$ cat src/rtl/core/framed_uart_reply_receiver_unit_assert.svh
// assertion macros for the framed uart reply receiver
// expects clk and rst in the scope of the module that uses them
`ifndef FRAMED_UART_REPLY_RECEIVER_UNIT_ASSERT_SVH
`define FRAMED_UART_REPLY_RECEIVER_UNIT_ASSERT_SVH

// same-cycle implication, disabled in reset
`define FUR_ASSERT_NOW(lbl, ante, cons, msg) \
  lbl: assert property (@(posedge clk) disable iff (rst) (ante) |-> (cons)) else $error(msg);

// next-cycle implication, disabled in reset
`define FUR_ASSERT_NEXT(lbl, ante, cons, msg) \
  lbl: assert property (@(posedge clk) disable iff (rst) (ante) |=> (cons)) else $error(msg);

`endif

$ cat src/rtl/core/fur_pkg.sv
// shared types and constants of the framed uart reply receiver
// no dependencies; used by the interfaces, the ram wrapper users and the top level
package fur_pkg;

  typedef logic [7:0] byte_t;
  typedef logic [5:0] len6_t;

  // configuration port
  localparam int CFG_INDEX_W = 1;
  localparam int CFG_DATA_W  = 8;
  typedef logic [CFG_INDEX_W-1:0] cfg_index_t;
  typedef logic [CFG_DATA_W-1:0]  cfg_data_t;

  localparam cfg_index_t REG_HEAD = 1'd0;
  localparam cfg_index_t REG_TAIL = 1'd1;

  localparam byte_t HEAD_RESET = 8'hC5;
  localparam byte_t TAIL_RESET = 8'h5C;

  // parameter defaults
  localparam int DEF_BUFFER_BYTES = 64;
  localparam int DEF_CHANNELS     = 2;

  // frame layout
  localparam int MIN_FRAME      = 6;
  localparam int FRAME_OVERHEAD = 5;
  localparam int PAYLOAD_START  = 3;

endpackage

$ cat src/rtl/core/fur_in_if.sv
// valid/ready channel carrying received bytes tagged with a channel
// depends on fur_pkg
interface fur_in_if;
  import fur_pkg::*;

  logic  valid;
  logic  ready;
  logic  channel;
  byte_t rx_byte;

  modport source (output valid, output channel, output rx_byte, input ready);
  modport sink   (input valid, input channel, input rx_byte, output ready);
endinterface

$ cat src/rtl/core/fur_out_if.sv
// valid/ready channel carrying one payload byte of an accepted frame
// depends on fur_pkg
interface fur_out_if;
  import fur_pkg::*;

  logic  valid;
  logic  ready;
  logic  out_channel;
  byte_t dev_addr;
  byte_t op_code;
  byte_t status_code;
  len6_t payload_len;
  len6_t byte_index;
  byte_t payload_byte;
  byte_t frame_checksum;
  logic  last;

  modport source (
    output valid, output out_channel, output dev_addr, output op_code,
    output status_code, output payload_len, output byte_index, output payload_byte,
    output frame_checksum, output last, input ready
  );
  modport sink (
    input valid, input out_channel, input dev_addr, input op_code,
    input status_code, input payload_len, input byte_index, input payload_byte,
    input frame_checksum, input last, output ready
  );
endinterface

$ cat src/rtl/core/framed_uart_reply_receiver_unit.sv
// framed uart reply receiver: the top level
// depends on fur_pkg, fur_in_if, fur_out_if, fur_ram and the assertion header
//
// Usage: bytes carries one received byte per transaction, tagged with a
// channel (a channel value not below CHANNELS counts as channel 0). Each
// channel hunts for the head byte and collects its frame in its own region
// of one frame ram; fill count, running sum and last byte per channel sit in
// flip-flops. A tail byte on a frame of six or more bytes whose checksum byte
// matches the 8-bit sum of all bytes before it starts a run on frames: one
// transaction per payload byte, last set on the final one.
// Throughput: one byte per cycle while no run is in progress. An accepted
// frame with N payload bytes holds bytes off while its results go out,
// because each result needs one ram read (S_READ) and then a state that
// registers its data (S_WAIT). After the tail byte is accepted, the first
// result goes through S_READ and S_WAIT before it is valid on frames.
// A stalled frames side holds the output register and the run waits for it;
// bytes stays off until the last result of the run is in the output register.
// Reset clears every fill count (all channels hunting), empties the output
// register and loads the head and tail registers with their defaults. The
// frame ram is not cleared; no byte is read before it is written.
// cfg_we writes head_byte (index 0) or tail_byte (index 1); write only idle.
module framed_uart_reply_receiver_unit #(
  parameter int BUFFER_BYTES = fur_pkg::DEF_BUFFER_BYTES,
  parameter int CHANNELS     = fur_pkg::DEF_CHANNELS
) (
  input  logic                clk,
  input  logic                rst,
  fur_in_if.sink              bytes,
  fur_out_if.source           frames,
  input  logic                cfg_we,
  input  fur_pkg::cfg_index_t cfg_index,
  input  fur_pkg::cfg_data_t  cfg_data
);
  import fur_pkg::*;

  `include "framed_uart_reply_receiver_unit_assert.svh"

  localparam int DEPTH  = CHANNELS * BUFFER_BYTES;
  localparam int ADDR_W = $clog2(DEPTH);
  localparam int CNT_W  = $clog2(BUFFER_BYTES + 1);
  localparam int CH_W   = (CHANNELS > 1) ? $clog2(CHANNELS) : 1;

  localparam logic [1:0] S_IDLE = 2'd0;
  localparam logic [1:0] S_READ = 2'd1;
  localparam logic [1:0] S_WAIT = 2'd2;

  logic [1:0] state;
  byte_t      head_byte;
  byte_t      tail_byte;

  // per-channel frame tracking
  logic [CNT_W-1:0] cnt_q  [CHANNELS];
  byte_t            sum_q  [CHANNELS];
  byte_t            prev_q [CHANNELS];
  byte_t            a1_q   [CHANNELS];
  byte_t            a2_q   [CHANNELS];
  byte_t            a3_q   [CHANNELS];

  // run in progress
  logic [CH_W-1:0]   em_ch;
  logic [ADDR_W-1:0] em_base;
  logic [CNT_W-1:0]  em_plen;
  logic [CNT_W-1:0]  em_k;
  byte_t             em_slave;
  byte_t             em_func;
  byte_t             em_err;
  byte_t             em_chk;

  logic out_valid;

  // ram signals
  logic              ram_we;
  logic [ADDR_W-1:0] ram_waddr;
  logic              ram_re;
  logic [ADDR_W-1:0] ram_raddr;
  byte_t             ram_rdata;

  // per-byte decisions
  logic              accept;
  logic [CH_W-1:0]   ch_sel;
  logic [CNT_W-1:0]  p;
  byte_t             sum_c;
  byte_t             prev_c;
  logic              is_head;
  logic              is_tail;
  logic [CNT_W-1:0]  cnt_next;
  byte_t             sum_next;
  logic              store_data;
  logic              start_run;
  logic [ADDR_W-1:0] base;
  logic              chk_ok;
  logic              load;
  logic              last_k;

  assign accept  = bytes.valid && bytes.ready;
  assign ch_sel  = (int'(bytes.channel) < CHANNELS) ? CH_W'(bytes.channel) : '0;
  assign p       = cnt_q[ch_sel];
  assign sum_c   = sum_q[ch_sel];
  assign prev_c  = prev_q[ch_sel];
  assign is_head = (bytes.rx_byte == head_byte);
  assign is_tail = (bytes.rx_byte == tail_byte);
  assign base    = ADDR_W'(ch_sel) * ADDR_W'(BUFFER_BYTES);
  // checksum byte equals the sum of everything stored before it
  assign chk_ok  = (prev_c == 8'(sum_c - prev_c));

  // frame tracking decision for the byte on bytes
  always_comb begin
    cnt_next   = p;
    sum_next   = sum_c;
    ram_we     = 1'b0;
    store_data = 1'b0;
    start_run  = 1'b0;
    if (p == '0) begin
      if (is_head) begin
        ram_we   = 1'b1;
        cnt_next = CNT_W'(1);
        sum_next = bytes.rx_byte;
      end
    end else if (p >= CNT_W'(BUFFER_BYTES)) begin
      cnt_next = '0;
    end else begin
      ram_we = 1'b1;
      if (is_head && (p <= CNT_W'(MIN_FRAME - 1))) begin
        cnt_next = CNT_W'(1);
        sum_next = bytes.rx_byte;
      end else if (!is_head && is_tail) begin
        cnt_next  = '0;
        start_run = (p >= CNT_W'(MIN_FRAME - 1)) && chk_ok;
      end else begin
        cnt_next   = CNT_W'(p + CNT_W'(1));
        sum_next   = 8'(sum_c + bytes.rx_byte);
        store_data = 1'b1;
      end
    end
  end

  assign ram_waddr = base + ADDR_W'(p);
  assign ram_re    = (state == S_READ);
  assign ram_raddr = em_base + ADDR_W'(PAYLOAD_START) + ADDR_W'(em_k);

  fur_ram #(
    .WIDTH (8),
    .DEPTH (DEPTH)
  ) u_frame_ram (
    .clk   (clk),
    .we    (ram_we && accept),
    .waddr (ram_waddr),
    .wdata (bytes.rx_byte),
    .re    (ram_re),
    .raddr (ram_raddr),
    .rdata (ram_rdata)
  );

  // configuration registers
  always_ff @(posedge clk) begin
    if (rst) begin
      head_byte <= HEAD_RESET;
      tail_byte <= TAIL_RESET;
    end else if (cfg_we) begin
      unique case (cfg_index)
        REG_HEAD: head_byte <= cfg_data;
        REG_TAIL: tail_byte <= cfg_data;
        default: ;
      endcase
    end
  end

  // fill counts
  always_ff @(posedge clk) begin
    if (rst) begin
      for (int i = 0; i < CHANNELS; i++) begin
        cnt_q[i] <= '0;
      end
    end else if (accept) begin
      cnt_q[ch_sel] <= cnt_next;
    end
  end

  // running sum, last byte and header capture
  always_ff @(posedge clk) begin
    if (accept && ram_we) begin
      sum_q[ch_sel]  <= sum_next;
      prev_q[ch_sel] <= bytes.rx_byte;
      if (store_data && (p == CNT_W'(1))) begin
        a1_q[ch_sel] <= bytes.rx_byte;
      end
      if (store_data && (p == CNT_W'(2))) begin
        a2_q[ch_sel] <= bytes.rx_byte;
      end
      if (store_data && (p == CNT_W'(3))) begin
        a3_q[ch_sel] <= bytes.rx_byte;
      end
    end
  end

  assign load   = (state == S_WAIT) && (!out_valid || frames.ready);
  assign last_k = (CNT_W'(em_k + CNT_W'(1)) == em_plen);

  // run sequencer: read one payload byte, then register it
  always_ff @(posedge clk) begin
    if (rst) begin
      state <= S_IDLE;
    end else begin
      unique case (state)
        S_IDLE: begin
          if (accept && start_run) begin
            state <= S_READ;
          end
        end
        S_READ: state <= S_WAIT;
        S_WAIT: begin
          if (load) begin
            state <= last_k ? S_IDLE : S_READ;
          end
        end
        default: state <= S_IDLE;
      endcase
    end
  end

  // run context
  always_ff @(posedge clk) begin
    if (state == S_IDLE && accept && start_run) begin
      em_ch    <= ch_sel;
      em_base  <= base;
      em_plen  <= CNT_W'(p - CNT_W'(FRAME_OVERHEAD - 1));
      em_k     <= '0;
      em_slave <= a1_q[ch_sel];
      em_func  <= a2_q[ch_sel];
      em_err   <= a3_q[ch_sel];
      em_chk   <= prev_c;
    end else if (load) begin
      em_k <= CNT_W'(em_k + CNT_W'(1));
    end
  end

  // output register
  always_ff @(posedge clk) begin
    if (rst) begin
      out_valid <= 1'b0;
    end else if (load) begin
      out_valid <= 1'b1;
    end else if (frames.ready) begin
      out_valid <= 1'b0;
    end
  end

  always_ff @(posedge clk) begin
    if (load) begin
      frames.out_channel    <= em_ch[0];
      frames.dev_addr       <= em_slave;
      frames.op_code        <= em_func;
      frames.status_code    <= em_err;
      frames.payload_len    <= len6_t'(em_plen);
      frames.byte_index     <= len6_t'(em_k);
      frames.payload_byte   <= ram_rdata;
      frames.frame_checksum <= em_chk;
      frames.last           <= last_k;
    end
  end

  assign frames.valid = out_valid;
  assign bytes.ready  = (state == S_IDLE);

  // checks on the run sequencer
  `FUR_ASSERT_NOW(a_run_index, state != S_IDLE, (em_k < em_plen), "run index out of range")
  `FUR_ASSERT_NEXT(a_read_then_wait, ram_re, state == S_WAIT, "read without data cycle")
  `FUR_ASSERT_NEXT(a_last_ends_run, load && last_k, state == S_IDLE, "run did not end")
  `FUR_ASSERT_NOW(a_valid_from_wait, $rose(out_valid), $past(state) == S_WAIT, "early result")

endmodule

$ cat src/rtl/core/fur_ram.sv
// generic single-write, single-read synchronous ram with registered read data
// no dependencies; read data holds while no read is issued
module fur_ram #(
  parameter int WIDTH = 8,
  parameter int DEPTH = 128
) (
  input  logic                     clk,
  input  logic                     we,
  input  logic [$clog2(DEPTH)-1:0] waddr,
  input  logic [WIDTH-1:0]         wdata,
  input  logic                     re,
  input  logic [$clog2(DEPTH)-1:0] raddr,
  output logic [WIDTH-1:0]         rdata
);

  logic [WIDTH-1:0] mem [DEPTH];

  // write port
  always_ff @(posedge clk) begin
    if (we) begin
      mem[waddr] <= wdata;
    end
  end

  // registered read port
  always_ff @(posedge clk) begin
    if (re) begin
      rdata <= mem[raddr];
    end
  end

endmodule
$ cat src/flat_wrapper.sv
// flat-port wrapper written by rule: the top's interface ports become plain ports
module framed_uart_reply_receiver_unit_flat import fur_pkg::*;
#(
  parameter int BUFFER_BYTES = fur_pkg::DEF_BUFFER_BYTES,
  parameter int CHANNELS     = fur_pkg::DEF_CHANNELS
)
  (clk, rst, cfg_we, cfg_index, cfg_data, bytes_valid, bytes_channel, bytes_rx_byte, bytes_ready, frames_valid, frames_out_channel, frames_dev_addr, frames_op_code, frames_status_code, frames_payload_len, frames_byte_index, frames_payload_byte, frames_frame_checksum, frames_last, frames_ready);
  fur_in_if bytes_i ();
  fur_out_if frames_i ();
  input  logic clk;
  input  logic rst;
  input  logic cfg_we;
  input  fur_pkg::cfg_index_t cfg_index;
  input  fur_pkg::cfg_data_t cfg_data;
  input wire logic [$bits(bytes_i.valid)-1:0] bytes_valid;
  input wire logic [$bits(bytes_i.channel)-1:0] bytes_channel;
  input wire logic [$bits(bytes_i.rx_byte)-1:0] bytes_rx_byte;
  output wire logic [$bits(bytes_i.ready)-1:0] bytes_ready;
  output wire logic [$bits(frames_i.valid)-1:0] frames_valid;
  output wire logic [$bits(frames_i.out_channel)-1:0] frames_out_channel;
  output wire logic [$bits(frames_i.dev_addr)-1:0] frames_dev_addr;
  output wire logic [$bits(frames_i.op_code)-1:0] frames_op_code;
  output wire logic [$bits(frames_i.status_code)-1:0] frames_status_code;
  output wire logic [$bits(frames_i.payload_len)-1:0] frames_payload_len;
  output wire logic [$bits(frames_i.byte_index)-1:0] frames_byte_index;
  output wire logic [$bits(frames_i.payload_byte)-1:0] frames_payload_byte;
  output wire logic [$bits(frames_i.frame_checksum)-1:0] frames_frame_checksum;
  output wire logic [$bits(frames_i.last)-1:0] frames_last;
  input wire logic [$bits(frames_i.ready)-1:0] frames_ready;
  assign bytes_i.valid = bytes_valid;
  assign bytes_i.channel = bytes_channel;
  assign bytes_i.rx_byte = bytes_rx_byte;
  assign bytes_ready = bytes_i.ready;
  assign frames_valid = frames_i.valid;
  assign frames_out_channel = frames_i.out_channel;
  assign frames_dev_addr = frames_i.dev_addr;
  assign frames_op_code = frames_i.op_code;
  assign frames_status_code = frames_i.status_code;
  assign frames_payload_len = frames_i.payload_len;
  assign frames_byte_index = frames_i.byte_index;
  assign frames_payload_byte = frames_i.payload_byte;
  assign frames_frame_checksum = frames_i.frame_checksum;
  assign frames_last = frames_i.last;
  assign frames_i.ready = frames_ready;
  framed_uart_reply_receiver_unit #(.BUFFER_BYTES(BUFFER_BYTES), .CHANNELS(CHANNELS)) u_core (.clk(clk), .rst(rst), .bytes(bytes_i), .frames(frames_i), .cfg_we(cfg_we), .cfg_index(cfg_index), .cfg_data(cfg_data));
endmodule
$ cat config.mk
export PLATFORM = sky130hd
export DESIGN_NAME = framed_uart_reply_receiver_unit_flat
export DESIGN_NICKNAME = d
export VERILOG_FILES = /design/src/rtl/core/fur_pkg.sv /design/src/rtl/core/fur_in_if.sv /design/src/rtl/core/fur_out_if.sv /design/src/rtl/core/framed_uart_reply_receiver_unit.sv /design/src/rtl/core/fur_ram.sv /design/src/flat_wrapper.sv
export VERILOG_INCLUDE_DIRS = /design/src /design/src/rtl/core
export SDC_FILE = /design/constraint.sdc
export NUM_CORES = 1
export LEC_CHECK = 0
export BUFFER_PORTS_ARGS = -buffer_cell sky130_fd_sc_hd__buf_4
export CORE_ASPECT_RATIO = 1.4
export CORE_MARGIN = 2
export CORE_UTILIZATION = 45
export DETAILED_ROUTE_END_ITERATION = 10
export GPL_ROUTABILITY_DRIVEN = 0
export PLACE_DENSITY = 0.66
export SYNTH_ARGS = -nofsm -noshare
export SYNTH_HDL_FRONTEND = slang
export SYNTH_SLANG_ARGS = --single-unit
$ cat constraint.sdc
create_clock -name clk -period 11.1 [get_ports clk]
set_input_delay 2.775 -clock clk [delete_from_list [all_inputs] [get_ports clk]]
set_output_delay 2.775 -clock clk [all_outputs]
set_load 0.05 [all_outputs]
==> flow_metrics.py, run 1 <==
metrics = {
    "sta": {
        "tns_ps": 0,
        "period_needed_ps": 6724,
        "worst_pin_slew_ps": 1167,
        "fin_skew_ps": 34.12,
        "slew_violations": 0,
        "slew-limit-headroom_pct": 21.93,
        "finalSetupViolCount": 0,
        "finalCritPeriodShare_pct": 60.58,
        "hold_violations": 0,
        "fmax_ghz": 0.1487,
        "rsz0062_at_grt": "false",
    },
    "layout": {
        "syn_to_final_growth_pct": 12.20,
        "n_antenna_cell": 0,
        "ff_latch_area_um2": 37160,
        "final_common_cell": "edfxtp_1",
        "fin_util_pct": 50.87,
        "mostFrequentLayoutCells": "1220 x edfxtp_1, 273 x nand2_1, 256 x mux4_2, 195 x nor2_1, 117 x buf_4",
        "multi_input_area_um2": 11520,
        "fill_cells": 8588,
        "drive_gt1_share_pct": 21.35,
        "num-nets-final": 2790,
    },
    "power_and_ir_drop": {
        "switching_share_pct": 22.52,
        "p_seq_share_pct": 51.8,
        "p_leak_nw": 17.59,
        "total_power_mw": 10.05,
        "switchingPower_mw": 2.262,
        "clkPwrFrac_pct": 39.6,
        "pwr-share-comb_pct": 8.5,
        "ir_worst_vdd_v": 0.0001205,
        "p_int_mw": 7.785,
        "power_density_nw_per_um2": 181.9,
    },
    "die": {
        "fp.dieW_um": 283.6,
        "pin_count": 79,
        "num_rows": 143,
        "core_area_um2": 108600,
        "die_h_um": 395.4,
        "dieArea_um2": 112100,
        "initial_core_util_pct": 45.34,
    },
    "grt": {
        "grt_max_degree": 141,
        "grt_first_pass_wirelength_mm": 172.7,
        "grt_usage_pct": 20.85,
        "antenna_found_initial": 3,
        "grt_pass1_vias": 26120,
        "grt-ovfl-total": 0,
    },
    "critical_path": {
        "ff2ff_setup_slack_ps": 5890,
        "crit_path_end_kind": "flip-flop",
        "crit_buf_inv": 3,
        "crit_path_frequent_cell": "buf_4",
        "cp.arrival_ps": 7060,
        "worst_setup_path_start_kind": "primary input",
        "critical_path_class": "primary input to flip-flop",
        "slowest_delay_ps": 660,
        "worst-path-max-fanout": 67,
        "slowest_stage": "buf_4",
        "path_cells": "buf_4 -> mux2i_1 -> inv_1 -> fa_1 -> nand2b_1 -> o2bb2ai_1 -> a211oi_1 -> a21oi_1 -> a2111o_1 -> nor4_4 -> buf_4",
        "required_ps": 11440,
        "cp_top_family": "buffers and inverters",
    },
    "synth": {
        "avgSynthCellArea_um2": 18.61,
        "synth_area_um2": 49240,
        "synthFlopType": "edfxtp_1",
        "yosysUniqueCellTypes": 65,
        "synthArstFlopShare_pct": 0,
        "ys_ff_latch": 1246,
        "synth_edf_count": 1220,
        "yosys_warnings": 0,
        "synthesis.instances": 2646,
        "ys_seq_area_share_pct": 75.46,
        "syn_nets": 2694,
    },
    "clock_tree": {
        "clk_latency_ps": 730,
        "cts-htree-levels": 3,
        "cts_buffer_depth": 3,
        "cts-resized-gates": 0,
        "post_cts_buffers": 0,
        "cts_made_buffers": 111,
        "cts_hold_buf": 0,
        "clock-root-buffer": "clkbuf_16",
        "cts_tree": "yes",
        "clock-sinks": 1246,
        "clk_pin_slew_worst_paths_ps": 60,
    },
    "route": {
        "highest_layer": "met5",
        "drt-initial-drc-count": 2535,
        "drt_first_pass_iters": 6,
        "antenna_left": 0,
        "routed-wl-met2_mm": 59.15,
        "route.detailed.drc": 0,
        "wire_per_inst_um": 27.22,
        "vias": 25070,
        "dr_wl_met3_mm": 7.025,
        "viasPerCell": 5.845,
        "met1_length_mm": 43.64,
        "wl_mm": 116.7,
    },
    "worst_hold_path": {
        "hp-class": "flip-flop to flip-flop",
    },
    "place": {
        "io_buffers": 78,
        "dp_hpwl_mm": 71.98,
    },
    "outcome": {
        "outcome": "completed",
    },
    "flow_run": {
        "max_cap_violations": 0,
    },
}
-- worst reg2reg max path: cells and delay by family (launching register included) --
| family | cells | cell delay [ps] |
|---|---|---|
| buf+inv | 3 | 1730 |
| mux | 1 | 490 |
| fa+ha+maj | 1 | 960 |
| flops | 1 | 860 |
| simple gates | 4 | 880 |
-- Yosys cell counts (19+ instances only) --
master    instances  share of area [%]
o21ai_0          21               0.21
clkbuf_1         79               0.60
nand3_1          98                1.0
xor2_1           23               0.41
buf_2            30               0.30
dfxtp_1          26                1.1
nand4_1          50               0.64
buf_1            25               0.19
mux4_2          256                 12
nand2_1         277                2.1
xnor2_1          33               0.59
edfxtp_1       1220                 74
a21oi_1          24               0.24
nor2_1          195                1.5
mux2i_1          39               0.79
mux2_2           40               0.91
ha_1             23               0.58
inv_1            19               0.14
-- cell type report --
class	instances	area share, %
clock buffer	127	5.175
clock inverter	82	1.662
inverter	19	0.1291
multi-input combinational	1246	20.86
sequential	1246	67.26
tap	1450	3.284
timing repair buffer	118	1.626
-- registers in the layout, indices dropped and copies added (netlist names), 14 cells and up --
signal,cells
u_core.a1_q,16
u_core.a3_q,16
u_core.a2_q,16
u_core.prev_q,16
u_core.sum_q,16
u_core.cnt_q,14
u_core.u_frame_ram.mem,1024
-- per-layer routing --
| metal | track usage (%) | up-vias |
|---|---|---|
| met2 | 35.47 | 962 |
| met4 | 11.86 | 2 |
| met3 | 3.155 | 267 |
| met1 | 25.53 | 13100 |
| met5 | 0 | - |
| li1 | - | 10730 |
-- kinds of logic after synthesis --
kind of cell	share of synthesized area (%)
compound gates	1.944
xor+xnor	0.9961
fa+ha+maj	0.6658
buf+inv	1.265
flops	75.46
mux	13.48
simple gates	6.190
-- path summary, 6_finish.rpt --
path,startpoint,end,depth (start not counted)
worst max-delay path,bytes_channel,u_core.em_func[2]$_DFFE_PP_,11
worst min-delay path,u_core.em_err[0]$_DFFE_PP_,u_core.frames.status_code[0]$_DFFE_PP_,0
worst max register to register,u_core.em_k[0]$_SDFFE_PP0P_,u_core.u_frame_ram.rdata[1]$_DFFE_PN_,9
worst min register to register,u_core.em_err[0]$_DFFE_PP_,u_core.frames.status_code[0]$_DFFE_PP_,0
-- power by group through the flow --
stage	logic, mW	clock network, mW	registers, mW
floorplan	0.575	0	5.30
global placement	0.844	0	5.31
detailed placement	0.862	0	5.31
CTS	0.866	4.04	5.21
global route	0.920	4.22	5.21
finish	0.858	3.98	5.21
-- stage by stage --
step	instances	hold WS (ps)	instance area, um^2	setup slack [ps]
after global placement	4079	405.0	51470	3862
after floorplan	2646	400.3	49240	3883
after detailed placement	4079	404.5	51470	3711
after CTS	4288	419.1	55250	4439
final	4288	414.4	55250	4376
after global routing	4288	425.5	55250	4091
(Power assumes the default switching activity.)
==> run 2, diff against run 1 <==
==> constraint.sdc (replaced) <==
create_clock -name clk -period 6.5 [get_ports clk]
set_input_delay 1.625 -clock clk [delete_from_list [all_inputs] [get_ports clk]]
set_output_delay 1.625 -clock clk [all_outputs]
set_load 0.05 [all_outputs]
==> run 2 against run 1 <==
  * Largest cell class unchanged
  * Clock-buffer cell count decreased by 4
  * Register-to-register slack worse by 3500 ps
  * Highest routed layer is now met4
  * Sequential power rose by 71%
  * Flip-flop and latch count stayed put
==> flow_metrics.py, run 2 (synthesized netlist as in run 1, its figures left out) <==
metrics = {
    "clock_tree": {
        "cts_tree": "yes",
        "cts-resized-gates": 0,
        "cts_made_buffers": 111,
        "clock-root-buffer": "clkbuf_16",
        "cts_hold_buf": 0,
        "clk_latency_ps": 720,
        "cts_buffer_depth": 3,
        "cts-htree-levels": 3,
        "post_cts_buffers": 0,
        "clock-sinks": 1246,
        "clk_pin_slew_worst_paths_ps": 60,
    },
    "grt": {
        "grtUsageMet1_pct": 26.87,
        "grt_usage_pct": 21.11,
        "globalRouteMet3Util_pct": 2.670,
        "grt_max_degree": 141,
        "grt-busiest-layer": "met2",
        "grt_use_met2_pct": 36.24,
        "antenna_found_initial": 1,
        "grt_pass1_vias": 26180,
        "grt_first_pass_wirelength_mm": 174.9,
        "grt-ovfl-total": 0,
    },
    "critical_path": {
        "required_ps": 6850,
        "crit_path_end_kind": "flip-flop",
        "reg2reg_depth": 9,
        "worst_setup_path_start_kind": "primary input",
        "cp.arrival_ps": 5460,
        "ff2ff_setup_slack_ps": 2390,
        "critical_path_class": "primary input to flip-flop",
        "slowest_delay_ps": 580,
        "timing.rr.start": "u_core.em_k[0]$_SDFFE_PP0P_",
        "rr_endpoint": "u_core.u_frame_ram.rdata[3]$_DFFE_PN_",
        "path_cells": "buf_4 -> buf_4 -> mux2i_1 -> ha_1 -> xor2_1 -> a211oi_1 -> a21oi_1 -> a2111o_1 -> nor4_4 -> buf_4",
        "slowest_stage": "mux2i_1",
        "worst-path-max-fanout": 39,
        "crit_path_frequent_cell": "buf_4",
    },
    "die": {
        "fp.dieW_um": 283.6,
        "num_rows": 143,
        "dieArea_um2": 112100,
        "pin_count": 79,
        "core_area_um2": 108600,
        "initial_core_util_pct": 45.34,
        "die_h_um": 395.4,
    },
    "layout": {
        "top_register": "u_core.u_frame_ram.mem",
        "fin_cells": 4302,
        "multi_input_area_um2": 11510,
        "n_antenna_cell": 0,
        "num-nets-final": 2808,
        "largest_register_ffs": 1024,
        "fin_util_pct": 51.01,
        "ff_latch_area_um2": 37160,
        "fill_cells": 8632,
        "syn_to_final_growth_pct": 12.51,
        "final_common_cell": "edfxtp_1",
        "drive_gt1_share_pct": 21.56,
        "mostFrequentLayoutCells": "1220 x edfxtp_1, 277 x nand2_1, 256 x mux4_2, 195 x nor2_1, 129 x buf_4",
    },
    "sta": {
        "period_needed_ps": 5116,
        "hold_violations": 0,
        "tns_ps": 0,
        "worst_pin_slew_ps": 1176,
        "slew-limit-headroom_pct": 21.58,
        "rsz0062_at_grt": "false",
        "finalCritPeriodShare_pct": 78.70,
        "fmax_ghz": 0.1955,
        "finalSetupViolCount": 0,
        "slew_violations": 0,
        "fin_skew_ps": 44.41,
    },
    "power_and_ir_drop": {
        "p_leak_nw": 17.66,
        "switchingPower_mw": 3.849,
        "clkPwrFrac_pct": 39.3,
        "pwr-share-comb_pct": 8.7,
        "p_seq_share_pct": 52.0,
        "p_int_mw": 13.26,
        "ir_worst_vdd_v": 0.0002265,
        "power_density_nw_per_um2": 308.9,
        "total_power_mw": 17.11,
        "switching_share_pct": 22.49,
    },
    "route": {
        "route.detailed.drc": 0,
        "wire_per_inst_um": 27.40,
        "antenna_left": 0,
        "drt-initial-drc-count": 2808,
        "viasPerCell": 5.879,
        "drt_first_pass_iters": 5,
        "vias": 25290,
        "wl_mm": 117.9,
    },
    "outcome": {
        "outcome": "completed",
    },
    "worst_hold_path": {
        "hold_path_depth": 0,
        "hp-class": "flip-flop to flip-flop",
        "min_to": "u_core.frames.status_code[4]$_DFFE_PP_",
        "hp-start": "u_core.em_err[4]$_DFFE_PP_",
    },
    "place": {
        "dp_hpwl_mm": 72.38,
        "place_inst": 4097,
        "io_buffers": 78,
    },
    "flow_run": {
        "max_cap_violations": 0,
    },
}
[run 2: worst max-delay path: cells and delay by family]
| kind | cells | cell delay (ps) |
|---|---|---|
| buffers and inverters | 3 | 1370 |
| AO/OA/AOI/OAI | 3 | 870 |
| multiplexers | 1 | 580 |
| adder cells (fa/ha/maj) | 1 | 420 |
| AND/OR/NAND/NOR | 1 | 310 |
| XOR/XNOR | 1 | 230 |
[run 2: worst max-delay path by stage]
stage	start	endpoint	cells after the start
3_5_place_dp	bytes_channel	u_core.em_chk[2]$_DFFE_PP_	10
2_1_floorplan	bytes_channel	u_core.em_ch$_DFFE_PP_	11
5_1_grt	bytes_channel	u_core.em_err[0]$_DFFE_PP_	10
3_3_place_gp	bytes_channel	u_core.em_err[0]$_DFFE_PP_	10
6_report	bytes_channel	u_core.em_err[0]$_DFFE_PP_	10
4_1_cts	bytes_channel	u_core.em_err[2]$_DFFE_PP_	10
[run 2: routing by layer]
| metal | vias to the layer above | part of all wire (%) |
|---|---|---|
| met4 | 0 | 4.8 |
| met5 | - | 0 |
| met3 | 242 | 5.5 |
| met1 | 13320 | 38 |
| li1 | 10760 | - |
| met2 | 976 | 51 |
[run 2: layout make-up]
| cell class | instances | share of cell area (%) |
|---|---|---|
| multi-input cells | 1246 | 20.79 |
| well taps | 1450 | 3.275 |
| flip-flops and latches | 1246 | 67.08 |
| clock inverters | 82 | 1.633 |
| inverters | 19 | 0.1287 |
| clock buffers | 123 | 5.096 |
| repair buffers | 136 | 2.001 |
[run 2: power groups by stage]
stage | registers [mW] | clock network, mW | logic (mW)
2_1_floorplan | 9.05 | 0 | 0.982
3_3_place_gp | 9.06 | 0 | 1.48
3_5_place_dp | 9.07 | 0 | 1.50
4_1_cts | 8.89 | 6.83 | 1.51
5_1_grt | 8.89 | 7.12 | 1.60
6_report | 8.89 | 6.72 | 1.50
[run 2: stage by stage]
step	hold WS, ps	instance area [um^2]	worst slack [ps]
detailed placement	404.5	51670	701.3
CTS	416.4	55400	1469
finish	417.1	55400	1384
floorplan	400.3	49240	432.5
global placement	400.4	51670	903.2
global route	423.8	55400	1208
